--- config.mk ---
export PLATFORM = sky130hd
export DESIGN_NAME = pixel_sample_average_gamma_core
export DESIGN_NICKNAME = d
export VERILOG_FILES = /design/src/rtl/psag_pkg.sv /design/src/rtl/psag_lane.sv /design/src/rtl/pixel_sample_average_gamma_core.sv
export SDC_FILE = /design/constraint.sdc
export NUM_CORES = 2
export LEC_CHECK = 0
export ABC_CLOCK_PERIOD_IN_PS = 24100
export BUFFER_PORTS_ARGS = -buffer_cell sky130_fd_sc_hd__buf_2
export CORE_MARGIN = 5
export CORE_UTILIZATION = 50
export CTS_CLUSTER_DIAMETER = 30
export DETAILED_ROUTE_END_ITERATION = 7
export GPL_TIMING_DRIVEN = 1
export PLACE_DENSITY = 0.66
export SYNTH_ARGS = -nofsm -noshare
export SYNTH_HDL_FRONTEND = slang
export SYNTH_SLANG_ARGS = --single-unit
--- constraint.sdc ---
create_clock -name i_clk -period 24.1 [get_ports i_clk]
set_input_delay 1.205 -clock i_clk [delete_from_list [all_inputs] [get_ports i_clk]]
set_output_delay 1.205 -clock i_clk [all_outputs]
set_load 0.1 [all_outputs]
--- src/rtl/psag_pkg.sv ---
// Shared types, constants and step functions for the pixel sample average/gamma core.
// Used by psag_lane and pixel_sample_average_gamma_core; depends on nothing else.
package psag_pkg;

    localparam int IN_W     = 32;                    // width of an input sum port
    localparam int SUM_WIDTH = 32;                   // low bits of a sum that count
    localparam int EFF_W    = (SUM_WIDTH < IN_W) ? SUM_WIDTH : IN_W;
    localparam int SPP_W    = 16;                    // samples-per-pixel register width
    localparam int Q_W      = 16;                    // quotient bits kept (mean below 2^16)
    localparam int THR_W    = SPP_W + 16;            // width of spp * SAT_Q
    localparam int CMP_W    = (EFF_W > THR_W) ? EFF_W : THR_W;
    localparam int PX_W     = 8;
    localparam int RES_W    = Q_W + 1;               // root accumulator width

    localparam logic [PX_W-1:0] PX_MAX = {PX_W{1'b1}};
    // Any mean at or above 255^2 gives a saturated pixel.
    localparam logic [15:0] SAT_Q = 16'(int'(PX_MAX) * int'(PX_MAX));
    localparam logic [SPP_W-1:0] SPP_ONE = SPP_W'(1);

    localparam int DIV_PER_STG = 2;
    localparam int DIV_STG     = Q_W / DIV_PER_STG;
    localparam int SQ_STEPS    = Q_W / 2;
    localparam int SQ_PER_STG  = 2;
    localparam int SQ_STG      = SQ_STEPS / SQ_PER_STG;
    localparam int SQ_TOP      = 2 * (SQ_STEPS - 1);
    // capture stage, divide stages, root stages (last one holds the pixel)
    localparam int NUM_STG     = 1 + DIV_STG + SQ_STG;

    typedef logic [NUM_STG-1:0] t_stg_vec;

    typedef struct packed {
        logic           sat;
        logic [Q_W-1:0] rem;
        logic [Q_W-1:0] low;   // dividend bits still to shift in, quotient bits shift in
    } t_div;

    typedef struct packed {
        logic             sat;
        logic [Q_W-1:0]   v;
        logic [RES_W-1:0] res;
    } t_sq;

    // One restoring division step.
    function automatic t_div div_step(t_div s, logic [SPP_W-1:0] d);
        logic [Q_W:0] tmp;
        t_div         o;
        o   = s;
        tmp = {s.rem, s.low[Q_W-1]};
        if (tmp >= (Q_W+1)'(d)) begin
            o.rem = Q_W'(tmp - (Q_W+1)'(d));
            o.low = {s.low[Q_W-2:0], 1'b1};
        end else begin
            o.rem = tmp[Q_W-1:0];
            o.low = {s.low[Q_W-2:0], 1'b0};
        end
        return o;
    endfunction

    function automatic logic [RES_W-1:0] sq_bit(int i);
        return RES_W'(1) << (SQ_TOP - 2 * i);
    endfunction

    // One digit of the bitwise integer square root.
    function automatic t_sq sq_step(t_sq s, logic [RES_W-1:0] b);
        logic [RES_W-1:0] tmp;
        t_sq              o;
        o   = s;
        tmp = s.res + b;
        if (RES_W'(s.v) >= tmp) begin
            o.v   = Q_W'(RES_W'(s.v) - tmp);
            o.res = (s.res >> 1) + b;
        end else begin
            o.res = s.res >> 1;
        end
        return o;
    endfunction

endpackage

--- src/rtl/psag_lane.sv ---
// One color channel datapath: pipelined divide by spp, saturate, pipelined square root.
// Depends on psag_pkg; stage enables come from the control in the top level.
module psag_lane (
    input  logic                          i_clk,
    input  psag_pkg::t_stg_vec            i_en,
    input  logic [psag_pkg::EFF_W-1:0]    i_sum,
    input  logic [psag_pkg::SPP_W-1:0]    i_spp,
    input  logic [psag_pkg::THR_W-1:0]    i_thresh,
    output logic [psag_pkg::PX_W-1:0]     o_px
);
    import psag_pkg::*;

    t_div             r_div [DIV_STG+1];
    t_div             n_div [DIV_STG+1];
    t_sq              r_sq  [SQ_STG-1];
    t_sq              n_sq  [SQ_STG];
    logic [PX_W-1:0]  r_px;

    // Capture: a mean of 255^2 or more is flagged here, so only 16 quotient bits are needed.
    always_comb begin
        n_div[0].sat = CMP_W'(i_sum) >= CMP_W'(i_thresh);
        n_div[0].rem = Q_W'(CMP_W'(i_sum) >> Q_W);
        n_div[0].low = i_sum[Q_W-1:0];
    end

    always_ff @(posedge i_clk) begin
        if (i_en[0]) begin
            r_div[0] <= n_div[0];
        end
    end

    genvar k;
    generate
        for (k = 1; k <= DIV_STG; k++) begin : g_div
            always_comb begin
                n_div[k] = r_div[k-1];
                for (int s = 0; s < DIV_PER_STG; s++) begin
                    n_div[k] = div_step(n_div[k], i_spp);
                end
            end

            always_ff @(posedge i_clk) begin
                if (i_en[k]) begin
                    r_div[k] <= n_div[k];
                end
            end
        end

        for (k = 0; k < SQ_STG; k++) begin : g_sq
            always_comb begin
                if (k == 0) begin
                    n_sq[k].sat = r_div[DIV_STG].sat;
                    n_sq[k].v   = r_div[DIV_STG].low;
                    n_sq[k].res = '0;
                end else begin
                    n_sq[k] = r_sq[(k == 0) ? 0 : k-1];
                end
                for (int s = 0; s < SQ_PER_STG; s++) begin
                    n_sq[k] = sq_step(n_sq[k], sq_bit(k * SQ_PER_STG + s));
                end
            end

            if (k < SQ_STG - 1) begin : g_reg
                always_ff @(posedge i_clk) begin
                    if (i_en[1 + DIV_STG + k]) begin
                        r_sq[k] <= n_sq[k];
                    end
                end
            end
        end
    endgenerate

    always_ff @(posedge i_clk) begin
        if (i_en[NUM_STG-1]) begin
            r_px <= n_sq[SQ_STG-1].sat ? PX_MAX : PX_W'(n_sq[SQ_STG-1].res);
        end
    end

    assign o_px = r_px;

    // A saturated item always leaves as full scale.
    property p_sat_out;
        @(posedge i_clk) i_en[NUM_STG-1] && n_sq[SQ_STG-1].sat |=> r_px == PX_MAX;
    endproperty
    a_sat_out: assert property (p_sat_out) else $error("saturated item not at full scale");

    // Without saturation the quotient stays below 255^2, so the root fits in 8 bits.
    property p_root_fits;
        @(posedge i_clk) i_en[NUM_STG-1] && !n_sq[SQ_STG-1].sat
            |-> n_sq[SQ_STG-1].res <= RES_W'(PX_MAX);
    endproperty
    a_root_fits: assert property (p_root_fits) else $error("root out of range");

    // The high half of an unsaturated sum is below the divisor.
    property p_rem_bound;
        @(posedge i_clk) !n_div[0].sat && i_spp != '0 |-> n_div[0].rem < i_spp;
    endproperty
    a_rem_bound: assert property (p_rem_bound) else $error("division would overflow");

endmodule

--- src/rtl/pixel_sample_average_gamma_core.sv ---
// Top level: config register, pipeline valid/ready control, three channel lanes.
// Depends on psag_pkg and psag_lane.
// One item per cycle sustained while i_stall is low.
// The pipeline is 13 register stages: capture, 8 divide stages (2 quotient bits each),
// 4 square root stages (2 root bits each, the last holds the pixel).
// Bubbles collapse: a stage loads whenever it is empty or the stage after it moves.
// Synchronous active-low reset empties the pipeline and sets samples-per-pixel to 1.
module pixel_sample_average_gamma_core (
    input  logic                          i_clk,
    input  logic                          i_rst_n,
    input  logic                          i_cfg_we,
    input  logic [psag_pkg::SPP_W-1:0]    i_cfg_wdata,
    input  logic                          i_valid,
    output logic                          o_stall,
    input  logic [psag_pkg::IN_W-1:0]     i_red_sum,
    input  logic [psag_pkg::IN_W-1:0]     i_green_sum,
    input  logic [psag_pkg::IN_W-1:0]     i_blue_sum,
    output logic                          o_valid,
    input  logic                          i_stall,
    output logic [psag_pkg::PX_W-1:0]     o_red_out,
    output logic [psag_pkg::PX_W-1:0]     o_green_out,
    output logic [psag_pkg::PX_W-1:0]     o_blue_out
);
    import psag_pkg::*;

    logic [SPP_W-1:0] r_spp;
    logic [SPP_W-1:0] n_spp;
    logic [THR_W-1:0] r_thresh;
    t_stg_vec         r_vld;
    t_stg_vec         en;

    // A count of zero means one.
    assign n_spp = (i_cfg_wdata == '0) ? SPP_ONE : i_cfg_wdata;

    always_ff @(posedge i_clk) begin
        if (!i_rst_n) begin
            r_spp    <= SPP_ONE;
            r_thresh <= THR_W'(SAT_Q);
        end else if (i_cfg_we) begin
            r_spp    <= n_spp;
            r_thresh <= THR_W'(n_spp) * THR_W'(SAT_Q);
        end
    end

    // Ready chain from the output back to the input.
    always_comb begin
        en[NUM_STG-1] = !r_vld[NUM_STG-1] || !i_stall;
        for (int k = NUM_STG - 2; k >= 0; k--) begin
            en[k] = !r_vld[k] || en[k+1];
        end
    end

    always_ff @(posedge i_clk) begin
        if (!i_rst_n) begin
            r_vld <= '0;
        end else begin
            if (en[0]) begin
                r_vld[0] <= i_valid;
            end
            for (int k = 1; k < NUM_STG; k++) begin
                if (en[k]) begin
                    r_vld[k] <= r_vld[k-1];
                end
            end
        end
    end

    assign o_stall = !en[0];
    assign o_valid = r_vld[NUM_STG-1];

    psag_lane u_red (
        .i_clk    (i_clk),
        .i_en     (en),
        .i_sum    (i_red_sum[EFF_W-1:0]),
        .i_spp    (r_spp),
        .i_thresh (r_thresh),
        .o_px     (o_red_out)
    );

    psag_lane u_green (
        .i_clk    (i_clk),
        .i_en     (en),
        .i_sum    (i_green_sum[EFF_W-1:0]),
        .i_spp    (r_spp),
        .i_thresh (r_thresh),
        .o_px     (o_green_out)
    );

    psag_lane u_blue (
        .i_clk    (i_clk),
        .i_en     (en),
        .i_sum    (i_blue_sum[EFF_W-1:0]),
        .i_spp    (r_spp),
        .i_thresh (r_thresh),
        .o_px     (o_blue_out)
    );

    property p_spp_nonzero;
        @(posedge i_clk) disable iff (!i_rst_n) r_spp != '0;
    endproperty
    a_spp_nonzero: assert property (p_spp_nonzero) else $error("divisor is zero");

    property p_thresh_match;
        @(posedge i_clk) disable iff (!i_rst_n)
            r_thresh == THR_W'(r_spp) * THR_W'(SAT_Q);
    endproperty
    a_thresh_match: assert property (p_thresh_match) else $error("threshold out of step");

    // A held stage keeps its item.
    property p_hold;
        @(posedge i_clk) disable iff (!i_rst_n)
            1'b1 |=> (($past(r_vld) & ~$past(en)) & ~r_vld) == '0;
    endproperty
    a_hold: assert property (p_hold) else $error("item dropped in a held stage");

    property p_no_false_stall;
        @(posedge i_clk) disable iff (!i_rst_n) !r_vld[0] |-> !o_stall;
    endproperty
    a_no_false_stall: assert property (p_no_false_stall) else $error("stall with empty entry");

endmodule
# Word-level counts from Yosys, hierarchy flattened
# Memories as Yosys holds them, arrays and structs flattened.
# Index checks and enable logic that the tools add are counted.
# Widths: inputs -> output; s select.
# word_totals
register_bits,85
in_bits,117
out_inout_bits,26
ram_bits,1197
n_memories,6
elab_cells,358
# mem_list
memory,words,word_bits,rd,rd_clocked_by_memory_dff,write_ports,line_no,source
u_blue.r_div,9,33,9,0,9,psag_lane.sv:13,t_div r_div [DIV_STG+1];
u_green.r_div,9,33,9,0,9,psag_lane.sv:13,
u_red.r_div,9,33,9,0,9,psag_lane.sv:13,
u_blue.r_sq,3,34,3,0,3,psag_lane.sv:15,t_sq r_sq [SQ_STG-1];
u_green.r_sq,3,34,3,0,3,psag_lane.sv:15,
u_red.r_sq,3,34,3,0,3,psag_lane.sv:15,
# classes
n_mux,118
n_reduce_logical,29
mul,1
magnitude_cmp,75
add_sub_neg,111
# ops
operator,count
$mux 32,48
$sub 16x16->16,66
$ge 17x16->1,48
$ge 16x17->1,21
$mux 16,22
$mux 17,18
$ge 32x32->1,3
$add 16x11->17 const B,3
$add 16x3->17 const B,3
$add 16x5->17 const B,3
$add 16x7->17 const B,3
$add 16x9->17 const B,3
$add 17x1->17 const B,3
$add 17x11->17 const B,3
$add 17x3->17 const B,3
$add 17x5->17 const B,3
$add 17x7->17 const B,3
$add 17x9->17 const B,3
$add 15x13->16 const B,3
$ge 16x15->1 const B,3
$sub 16x15->16 const B,3
$add 14x13->15 const B,3
$mux 15,3
$mul 16x16->32 const B,1
6 further kinds,59

# Depth between registers and ports, before layout
# depth
depth_word,16
mapped_depth,28
depth_no_buf,27

# Hierarchy
# From an unflattened synthesis, not the netlist that was laid out.
# unflattened
hier_cells,8682
area_unflattened_um2,87946.8
# by_module_without_submodules
mod,n_inst,seq_area_each_um2,area_per_inst_um2,cells_per_inst
psag_lane (u_blue),1,10570.1,27398.8,2682
psag_lane (u_red),1,10570.1,27398.8,2669
psag_lane (u_green),1,10570.1,27390.0,2687
pixel_sample_average_gamma_core,1,1041.0,5759.3,644

# Worst setup path before layout
# OpenSTA, ideal clock, no wires.
# synth_path
path_kind,input -> output
from,input port i_stall
to,output port o_stall
required_ps,22895
stages,9
n_path_buf,0
arrival_ps,9394
slack_ps,13501
cell_sequence,and3_1 -> inv_1 -> nor2_1 -> and2_1 -> inv_1 -> nor2_1 -> and2_1 -> nand3_1 -> inv_1
# synth_via
elab_chain_len,15
# synth_lines
item,line_no,source
"start, declared",pixel_sample_average_gamma_core.sv:19,"input logic i_stall,"
$logic_not 1->1,pixel_sample_average_gamma_core.sv:47,en[NUM_STG-1] = !r_vld[NUM_STG-1] || !i_stall;
$logic_or 1x1->1,pixel_sample_average_gamma_core.sv:47,
$logic_or 1x1->1,pixel_sample_average_gamma_core.sv:49,en[k] = !r_vld[k] || en[k+1];
named net en[11],pixel_sample_average_gamma_core.sv:30,t_stg_vec en;
$logic_or 1x1->1 (4 in a row),pixel_sample_average_gamma_core.sv:49,
named net en[7],pixel_sample_average_gamma_core.sv:30,
$logic_or 1x1->1 (7 in a row),pixel_sample_average_gamma_core.sv:49,
$logic_not 1->1,pixel_sample_average_gamma_core.sv:68,assign o_stall = !en[0];
"end, declared",pixel_sample_average_gamma_core.sv:14,"output logic o_stall,"
# The timed path passes the listed nets, and every way through them passes these cells.

==> results.md <==
* Max Cap Violations at 0
* First-pass GRT wire length at 350,000 um
* Final wirelength at 223,000 um
* Post-synth top area share at between 30% and 40%
* R2r endpoint: u_red.r_div[0][51]
* WP data required at 24.63 ns
* Hold wc startpoint: u_red.r_div[0][11]
* Row cnt at 153
* Clock sinks at 1,108
* Post-detailed-route wirelength per cell at between 15 and 20 um
* XOR/XNOR Fraction of Synth Area at around 6.5%
* Tmin final at between 8 and 9 ns
* Estimated wirelength of the detail-placed design at roughly 170,000 um
* Reg2reg path depth at 23
* CTS tree: done
* Worst Max-Slew Pin Slew at 1.17 ns
* Clock latency on the worst-skew pair at 0.87 ns
* Setup repair after global routing missed its margin: no
* Placer Congestion at a little over 0.9
* ANT cells at 0
* Crit-path max FO at 28
* Setup CP Type: reg2reg
* Number of global-route vias before repair at between 60k and 70k
* Setup violators final at 0
* Worst min path class: reg2reg
* Adder-Cell Fraction of Synth Area at about 18%
* Yosys warns at 0
* Top cells by area, synth: edfxtp_1, ha_1, mux2_2, xnor2_1, a21oi_1
* Root buf cell: clkbuf_16
* Main synth FF type: edfxtp_1
* Simple-Gate Fraction of Synth Area at between 10% and 20%
* Biggest area consumer among synthesized cells: edfxtp_1
* Die area at 0.182 mm^2
* Asr flop ratio synth at 0%
* Reg2reg setup slack at about 16 ns
* Die Width at 427 um
* Gate Count Post-Synth at about 8.5k
* Global Route Usage Sum at around a quarter
* Post-Route Utilization at a little under three fifths
* CORE AREA at approximately 0.17 mm^2
* Tcrit/Tclk final at roughly a third
* CTS Hold Buffers Added at 0
* Startpoint Class: flip-flop
* Sequential area share after synthesis at a little under two fifths
* Unique masters post-synth at ~110
* Vias at around 67k
* Count leader, synth: ha_1
* Hold Path End: u_red.r_div[0][46]
* H-tree level count at 4
* DRT Pass-1 Iters at 6
* Total CTS buffers at ~240
* Largest family of logic cells by synthesized area: adder cells
* Design area at ~0.099 mm^2
* Worst reg2reg startpoint: r_spp[1]
* Clock Tree Buf Depth at 3
* Mapped Nets at ~10k
* Synth Area in Compound Gates at 16.3%
* Pin count of the biggest net entering global routing at 71
* # IOs at around 140
* Final nets at between 10k and 15k
* P&R area growth vs syn at 14.0%
* Number of synthesized flops with an enable pin at 1,056
* Fill cells at between 10k and 15k
* Initial antenna violation count at 6
* Mapped Avg Cell Area at between 10 and 15 um^2
* Critical Path End Type: flip-flop
* Worst-path clk slew at ~0.050 ns
* DRT iter0 DRCs at about 4.4k
* Setup Buffers After CTS at 0
* Worst hold path depth at 0
* DRC errors left at 0
* TNS Setup at 0 ns
* Initial core utilization at approximately half
* Slew HR at a little over a fifth
* Vias per std cell at 5.90
* Fin. Hold Viols at 0
* Mapped cell area at just under 0.09 mm^2
* Crit path DAT at roughly 8.8 ns
* Share of layout cells above drive strength 1 at 13.3%
* Fin. max-slew vios at 0
* Clock Skew at 0.0804 ns
* Outcome: finished clean
* Top achievable clock speed at approximately 120 MHz
* Post-synthesis mux area share at under 10%
* Total grt overflow at 0
* Post-CTS Resized at 0
* Floorplan die height at between 400 and 500 um
* Synth top cells by count: ha_1, edfxtp_1, a21oi_1
* DRT antenna net count at 0
* Port Buf Inserts at approximately 140
* Placed Instance Area at ~0.09 mm^2
* #FFs+latches synth at between 1k and 1.5k
-- worst max-delay path by stage --
| stage | startpoint | end | slack (ns) | cells past startpoint |
|---|---|---|---|---|
| global placement | i_cfg_wdata[10] | r_thresh[31] | 15.86 | 27 |
| finish | r_spp[1] | u_red.r_div[0][51] | 15.81 | 23 |
| floorplan | i_stall | o_stall | 13.50 | 9 |
| CTS | r_spp[1] | u_red.r_div[0][51] | 15.82 | 23 |
| global route | r_spp[1] | u_red.r_div[0][57] | 15.09 | 23 |
| detailed placement | i_cfg_wdata[10] | r_thresh[31] | 15.81 | 27 |
-- layer usage --
metal  vias to the layer above  track usage (%)  wire [um]
met5                         -                0         11
met4                         2             8.60       7780
met3                       446             3.40      11200
met2                      1844             39.7     104000
met1                     31906             31.9     100000
li1                      32389                -          -
-- layout make-up --
class                      count  area [um^2]  area share (%)
sequential                  1108        32800            33.1
clock buffer                 265         6160            6.22
tap                         2325         2910            2.94
multi-input combinational   6659        51600            52.1
timing repair buffer         207         1260            1.27
inverter                     539         2050            2.07
clock inverter               185         2360            2.38
-- critical path: stages (launching register included) --
cell and delay, ns:
dfxtp_4 0.46, inv_4 0.37, buf_4 0.58, buf_4 0.63, ha_1 0.36, nand2b_1 0.10
a21oi_1 0.09, nor3_1 0.28, o21ai_0 0.25, a311oi_1 0.59, o311a_1 0.76, nor2_1 0.09
a21oi_1 0.29, inv_1 0.09, ha_1 0.30, nor2b_1 0.14, o21a_1 0.17, o21ai_0 0.24
a21oi_1 0.19, a41oi_1 0.37, o31ai_1 0.14, a211o_1 0.32, a21oi_2 0.71, mux2_2 0.42
-- through the flow --
| step | worst slack (ns) | cells | hold WS, ns |
|---|---|---|---|
| after detailed placement | 15.81 | 10838 | 0.405 |
| after CTS | 15.82 | 11288 | 0.382 |
| final | 15.81 | 11288 | 0.382 |
| after floorplan | 13.50 | 8453 | 0.400 |
| after global routing | 15.09 | 11288 | 0.400 |
| after global placement | 15.86 | 10838 | 0.401 |
-- placed cells by master, fill, tap and decap left out, types with 27 or more instances in the layout --
master	synthesis	layout
nand2b_1	132	132
nor2b_1	143	143
or2_2	65	65
mux2i_1	98	98
clkinv_4	0	29
ha_1	1081	1081
o21a_1	145	145
clkinv_2	0	36
bufinv_16	0	30
dfxtp_1	52	50
clkbuf_16	0	238
a211oi_1	82	82
buf_4	5	60
o31ai_1	59	57
xor2_1	206	206
clkinvlp_4	0	28
a21o_1	223	223
and3_1	40	40
nand2_1	518	514
inv_6	0	34
o211ai_1	49	49
nor3_1	190	190
a21oi_1	642	640
and2_1	39	39
nand3b_1	27	27
xnor2_1	435	435
o21bai_1	67	67
nand4_1	136	136
o31a_1	33	33
o21ai_0	517	516
mux2_2	385	385
or3_1	41	41
nor4_1	60	60
nor2_1	523	523
inv_1	533	512
fa_1	103	103
edfxtp_1	1056	1056
buf_2	26	142
nand3_1	140	138
a31oi_1	64	63
-- sequential cells by signal (all words and copies together), names as in the netlist --
signal,cells
u_red.o_px,8
u_green.r_div,281
u_blue.r_div,281
u_red.r_div,281
u_green.o_px,8
r_spp,16
r_vld,13
u_blue.r_sq,63
r_thresh,23
u_green.r_sq,63
u_red.r_sq,63
u_blue.o_px,8
-- cell families after synthesis --
group / after synthesis
DFF: 1108
adders and majority gates: 1184
buffers and inverters: 686
muxes: 494
and+or+nand+nor: 2141
xor gates and xnor gates: 641
AOI/OAI and AO/OA: 2199
Power is not shown: default switching activity piles up to over one toggle a cycle in this logic, so the estimate is an artifact.
